File: config.mk
export PLATFORM = sky130hd
export DESIGN_NAME = mpsm_cell
export DESIGN_NICKNAME = d
export VERILOG_FILES = /design/src/design/assert_macros.svh /design/src/design/mpsm_pkg.sv /design/src/design/mpsm_cell.sv
export SDC_FILE = /design/constraint.sdc
export NUM_CORES = 1
export LEC_CHECK = 0
export ABC_AREA = 0
export BUFFER_PORTS_ARGS = -buffer_cell sky130_fd_sc_hd__buf_2
export CAP_MARGIN = 20
export CORE_AREA = 3 3 163 165
export CTS_BUF_LIST = sky130_fd_sc_hd__clkbuf_4
export DETAILED_ROUTE_END_ITERATION = 7
export DIE_AREA = 0 0 166 168
export GPL_ROUTABILITY_DRIVEN = 0
export PLACE_DENSITY = 0.54
export SYNTH_ARGS = -nofsm -noshare
export SYNTH_HDL_FRONTEND = slang
export SYNTH_SLANG_ARGS = --single-unit
File: constraint.sdc
create_clock -name clock -period 3.4 [get_ports clock]
set_input_delay 0.85 -clock clock [delete_from_list [all_inputs] [get_ports clock]]
set_output_delay 0.85 -clock clock [all_outputs]
set_load 0.01 [all_outputs]
File: src/design/assert_macros.svh
// Assertion helpers, included by the matcher top level.
// Each use samples on the rising edge of clock and is disabled while reset is high.
`ifndef ASSERT_MACROS_SVH
`define ASSERT_MACROS_SVH

// A property that must hold at every sampled edge.
`define MPSM_ASSERT(label, prop, msg) \
   label: assert property (@(posedge clock) disable iff (reset) (prop)) \
      else $error(msg);

// A trigger that must be followed by a consequence in the next cycle.
`define MPSM_ASSERT_NEXT(label, trig, cons, msg) \
   label: assert property (@(posedge clock) disable iff (reset) (trig) |=> (cons)) \
      else $error(msg);

`endif

File: src/design/mpsm_pkg.sv
`timescale 1ns / 1ps

package mpsm_pkg;

   localparam int unsigned WindowLen   = 64;
   localparam int unsigned NumPatterns = 20;
   localparam int unsigned TableSize   = 20;
   localparam int unsigned ActivePatterns =
      (NumPatterns < TableSize) ? NumPatterns : TableSize;

   // Each fragment is stored right-justified: its last character sits in bits [7:0].
   localparam int unsigned PatBytes = 48;

   typedef logic [15:0]               char_type;
   typedef logic [ActivePatterns-1:0] match_type;

   localparam logic [PatBytes*8-1:0] Patterns [TableSize] = '{
      "\\CurrentVersion\\Run",
      "\\CurrentVersion\\RunOnce",
      "\\CurrentVersion\\RunOnceEx",
      "\\CurrentVersion\\RunServices",
      "\\CurrentVersion\\RunServicesOnce",
      "\\CurrentVersion\\Explorer\\StartupApproved",
      "\\CurrentControlSet\\Services",
      "\\Schedule\\TaskCache",
      "\\CurrentVersion\\Winlogon",
      "\\CurrentVersion\\Image File Execution Options",
      "\\CurrentVersion\\Windows",
      "\\CurrentVersion\\ShellServiceObjectDelayLoad",
      "\\Classes\\CLSID",
      "\\Session Manager",
      "\\CurrentVersion\\WMI\\Autologger",
      "\\CurrentControlSet\\Control\\Lsa",
      "\\CurrentControlSet\\Control\\SecurityProviders",
      "\\CurrentControlSet\\Control\\Print\\Monitors",
      "\\CurrentControlSet\\Services\\WinSock2",
      "\\Explorer\\Browser Helper Objects"
   };

   function automatic char_type fold_char(input char_type c);
      char_type r;
      r = c;
      if (c inside {[16'h0061:16'h007A]}) begin
         r = c - 16'h0020;
      end
      return r;
   endfunction

   function automatic int unsigned pat_len(input int unsigned p);
      int unsigned n;
      n = 0;
      for (int unsigned b = 0; b < PatBytes; b++) begin
         if (Patterns[p][8*b +: 8] != 8'h00) begin
            n = b + 1;
         end
      end
      return n;
   endfunction

   function automatic int unsigned max_pat_len();
      int unsigned m;
      m = 1;
      for (int unsigned p = 0; p < ActivePatterns; p++) begin
         if (pat_len(p) > m) begin
            m = pat_len(p);
         end
      end
      return m;
   endfunction

   // A fragment can only hit when it fits in the window.
   function automatic logic pat_usable(input int unsigned p);
      return (pat_len(p) > 0) && (pat_len(p) <= WindowLen);
   endfunction

   // Character j of fragment p, counted from its start, folded to upper case.
   function automatic char_type pat_char(input int unsigned p, input int unsigned j);
      int unsigned len;
      char_type    c;
      len = pat_len(p);
      c   = '0;
      if (j < len) begin
         c = fold_char({8'h00, Patterns[p][8*(len-1-j) +: 8]});
      end
      return c;
   endfunction

   localparam int unsigned CellCount =
      (max_pat_len() < WindowLen) ? max_pat_len() : WindowLen;

endpackage

File: src/design/mpsm_cell.sv
`timescale 1ns / 1ps

// One position of the fragment chain. Bit p of the state says that the first
// (position + 1) characters of fragment p end at the newest character.
module mpsm_cell (
   input  logic                clock,
   input  logic                reset,
   input  logic                advance,
   input  logic                clear,
   input  mpsm_pkg::char_type  char_in,
   input  mpsm_pkg::char_type  col_char [mpsm_pkg::ActivePatterns],
   input  mpsm_pkg::match_type col_valid,
   input  mpsm_pkg::match_type match_in,
   output mpsm_pkg::match_type match_next,
   output mpsm_pkg::match_type match_out
);

   mpsm_pkg::match_type match_ff;
   mpsm_pkg::match_type match_upd_in;
   mpsm_pkg::match_type equal_vec;

   always_comb begin
      for (int p = 0; p < mpsm_pkg::ActivePatterns; p++) begin
         equal_vec[p] = (char_in == col_char[p]);
      end
   end

   assign match_next = match_in & col_valid & equal_vec;

   always_comb begin
      match_upd_in = match_ff;
      if (clear) begin
         match_upd_in = '0;
      end else if (advance) begin
         match_upd_in = match_next;
      end
   end

   always_ff @(posedge clock) begin
      if (reset) begin
         match_ff <= '0;
      end else begin
         match_ff <= match_upd_in;
      end
   end

   assign match_out = match_ff;

endmodule
## Word level (Yosys, flattened, before mapping)

Index checks and enable logic that the tools add are counted.
Widths: inputs -> output; s select.

| storage, ports and cells | value |
|---|---|
| flip-flop bits (word level) | 20 |
| output and inout bits | 40 |
| logic and storage cells | 24 |

| operators by class | value |
|---|---|
| eq/ne operators | 20 |
| bitwise operators | 2 |
| reductions and logical operators | 1 |

Operators by type and width:

| operator | count |
|---|---|
| $eq 16x16->1 | 20 |
| $and 20x20->20 | 2 |
| $reduce_or 2->1 | 1 |

## Depth between registers and ports, before layout

| logic depth | value |
|---|---|
| word-level depth | 2 |
| mapped depth | 7 |
| depth with buffers taken out | 4 |

## Worst setup path after synthesis

Ideal clock, no wire load.

| timing | value |
|---|---|
| path kind | input -> output |
| from | input char_in[8] |
| to | output match_next[18] |
| arrival | 2,108 ps |
| required time | 2,550 ps |
| path slack | 442 ps |
| stages | 6 |
| cell sequence | buf_2 > buf_6 > xnor2_1 > nand2_1 > or4_1 > nor3_1 |

| on the way | value |
|---|---|
| cells in the longest elaborated chain, start to end | 2 |

RTL lines:

| element | RTL line | text |
|---|---|---|
| start, declared | mpsm_cell.sv:10 | `input mpsm_pkg::char_type char_in,` |
| $eq 16x16->1 | mpsm_cell.sv:24 | `equal_vec[p] = (char_in == col_char[p]);` |
| $and 20x20->20 | mpsm_cell.sv:28 | `assign match_next = match_in & col_valid & equal_vec;` |
| end, declared | mpsm_cell.sv:14 | `output mpsm_pkg::match_type match_next,` |

Every way passes these cells.

## Worst setup path in the final report

Ends and elaborated chain as after synthesis.

==> impl_metrics.ini <==
[drt]
routedWlPerCell_um = 20.7
vias_per_cell = 4.48
drc_errors = 0
vias = 6045
dr.first_iter.drc_count = 372
drt_wl_total_um = 27900
drt-pass1-iter-count = 5
antenna_left = 0

[power_and_ir_drop]
p_total_mw = 1.24
p_int_mw = 0.715
max-vdd-ir-drop_mv = 0.0816
swShare_pct = 42.4
p_leak_nw = 3.19
p_comb_share_pct = 69.2
power.share.clock_pct = 11.9
netSwitchingPower_mw = 0.526
p_seq_share_pct = 18.9
power.density_nw_per_um2 = 170

[worst_setup_path]
critPathLaunchType = primary input
worstPathMaxFanout = 14
cp.required_ps = 2550
path_class = primary input to primary output
crit_arrival_ps = 2480
worstSetupEndpointType = primary output

[outcome]
status = finished, final reports clean

[final_layout]
nNetsFinal = 1399
n_fill_cell = 2813
area_delta_synth_final_pct = 56.6
final_cells = 1348
final_cell_mix = 417 x buf_2, 225 x xnor2_1, 71 x xor2_1
largest_reg_flops = 20
drive_gt1_share_pct = 47.3
final_common_cell = buf_2

[worst_hold_path]
hold_path.class = register to register

[synth]
ys_ff_latch = 20
synthFlopType = dfxtp_1
syn-cell-area_um2 = 4670
yosysUniqueCellTypes = 40
ys_warn_count = 0
async_flop_share_pct = 0
yosysSeqAreaShare_pct = 8.57
syn_inst = 587
syn_nets = 967
syn_avg_cell_area_um2 = 7.96
synth_edf_count = 0

[timing]
setup_ws_ps = 69.1
max_clock_freq_ghz = 0.300
skew_ps = 0
rsz0062_at_grt = false
totalNegativeSetupSlack_ps = 0
finalSetupViolCount = 0
layout_min_cycle_time_ps = 3330
period_share_pct = 98.0
drv_slew = 0
hold_violations = 0
slew_headroom_pct = 61.2
worstMarginPinSlew_ps = 568

[clock_network]
clkLatencyLatePin_ps = 340
post_cts_buffers = 0
cts_sinks = 20
cts_tree = built
ctsRootBufferMaster = clkbuf_4
htree_num_levels = 1
clk_pin_slew_ps = 150
cts_resized = 0
clockBufferDepth = 2
cts_made_buffers = 3
cts_hold_repair.buffers = 0

[floorplan]
die_y_um = 168
io_pins = 420
start_util_pct = 18.6
num_rows = 58
dieArea_um2 = 27900
die_x_um = 166
fp.coreArea_um2 = 25200

[global_routing]
grt_max_degree = 21
grt_pass1_wl_um = 39300
gr-usage-all-layers_pct = 18.7
grt_pass1_vias = 6302
antenna_found_initial = 1
grt_overflow = 0

[run]
drv_cap = 0

[place]
dp_slack_ps = 62.3
numPortBuffers = 419
hpwl_um = 23700
dp.cells = 1344
-- path summary, 6_finish.rpt --
check                                                 from                    endpoint  slack [ps]  cells past startpoint
worst max-delay path                            char_in[8]              match_next[18]          70                      6
worst max register to register  match_out[12]$_SDFFE_PP0P_  match_out[12]$_SDFFE_PP0P_        2740                      1
worst min register to register   match_out[1]$_SDFFE_PP0P_   match_out[1]$_SDFFE_PP0P_         460                      2
worst min-delay path             match_out[1]$_SDFFE_PP0P_   match_out[1]$_SDFFE_PP0P_         460                      2
-- power by group through the flow --
stage	combinational (mW)	clock (mW)	sequential, mW
6_report	0.859	0.148	0.235
5_1_grt	0.928	0.169	0.235
4_1_cts	0.864	0.169	0.235
3_5_place_dp	0.860	0	0.240
3_3_place_gp	0.856	0	0.240
2_1_floorplan	0.445	0	0.240
-- cell families (layout without fill, tap and decap cells) --
kind of cell	Yosys count	count (layout)	share of synthesized area, %
AOI/OAI and AO/OA	43	43	7.58
other	0	1	0
buffers and inverters	51	481	6.86
DFF	20	20	8.57
and+or+nand+nor	175	175	20.8
xor gates and xnor gates	298	298	56.2
-- cells in the mapped netlist, types with 7 or more instances --
cell	n	area share [%]
and2_1	9	1.2
buf_4	7	1.1
buf_2	16	1.7
xor2_1	71	13
xnor2_1	225	42
o21ai_1	7	0.75
nor2_1	21	1.7
or4_1	7	1.1
nand3_1	31	3.3
buf_6	11	2.7
inv_1	10	0.80
nor4_1	11	1.5
nor3_1	17	1.8
a32o_1	8	1.7
dfxtp_1	20	8.6
nand2_1	22	1.8
nand4_1	43	5.8
-- final cells by class --
class                           instances  area (um2)  area share, %
Multi-Input combinational cell        516        3960           54.1
Timing Repair Buffer                  465        2470           33.8
Tap cell                              330         413           5.64
Sequential cell                        20         400           5.47
Inverter                               13        48.8          0.667
Clock buffer                            3        22.5          0.308
Antenna cell                            1        2.50         0.0342
-- routing by layer --
| metal | vias up | share of wire [%] | track usage, % |
|---|---|---|---|
| li1 | 2871 | - | - |
| met1 | 2740 | 41 | 23.7 |
| met2 | 381 | 49 | 33.2 |
| met3 | 53 | 7.4 | 2.61 |
| met4 | 0 | 2.8 | 5.61 |
| met5 | - | 0 | 0 |
-- worst max-delay path, stage by stage --
cell and delay [ps]:
buf_2 390, xnor2_1 170, nand2_1 100, or4_1 510
nor3_1 270, buf_2 180
-- per-stage QoR --
stage / utilization [%] / instance area (um2) / hold slack (ps)
after floorplan: - / 4670 / 470
after global placement: 28.9 / 7290 / 432
after detailed placement: 28.9 / 7290 / 436
after CTS: 29.0 / 7310 / 457
after global routing: 29.1 / 7320 / 487
final: 29.1 / 7320 / 455
Power figures use the tool's default switching activity.
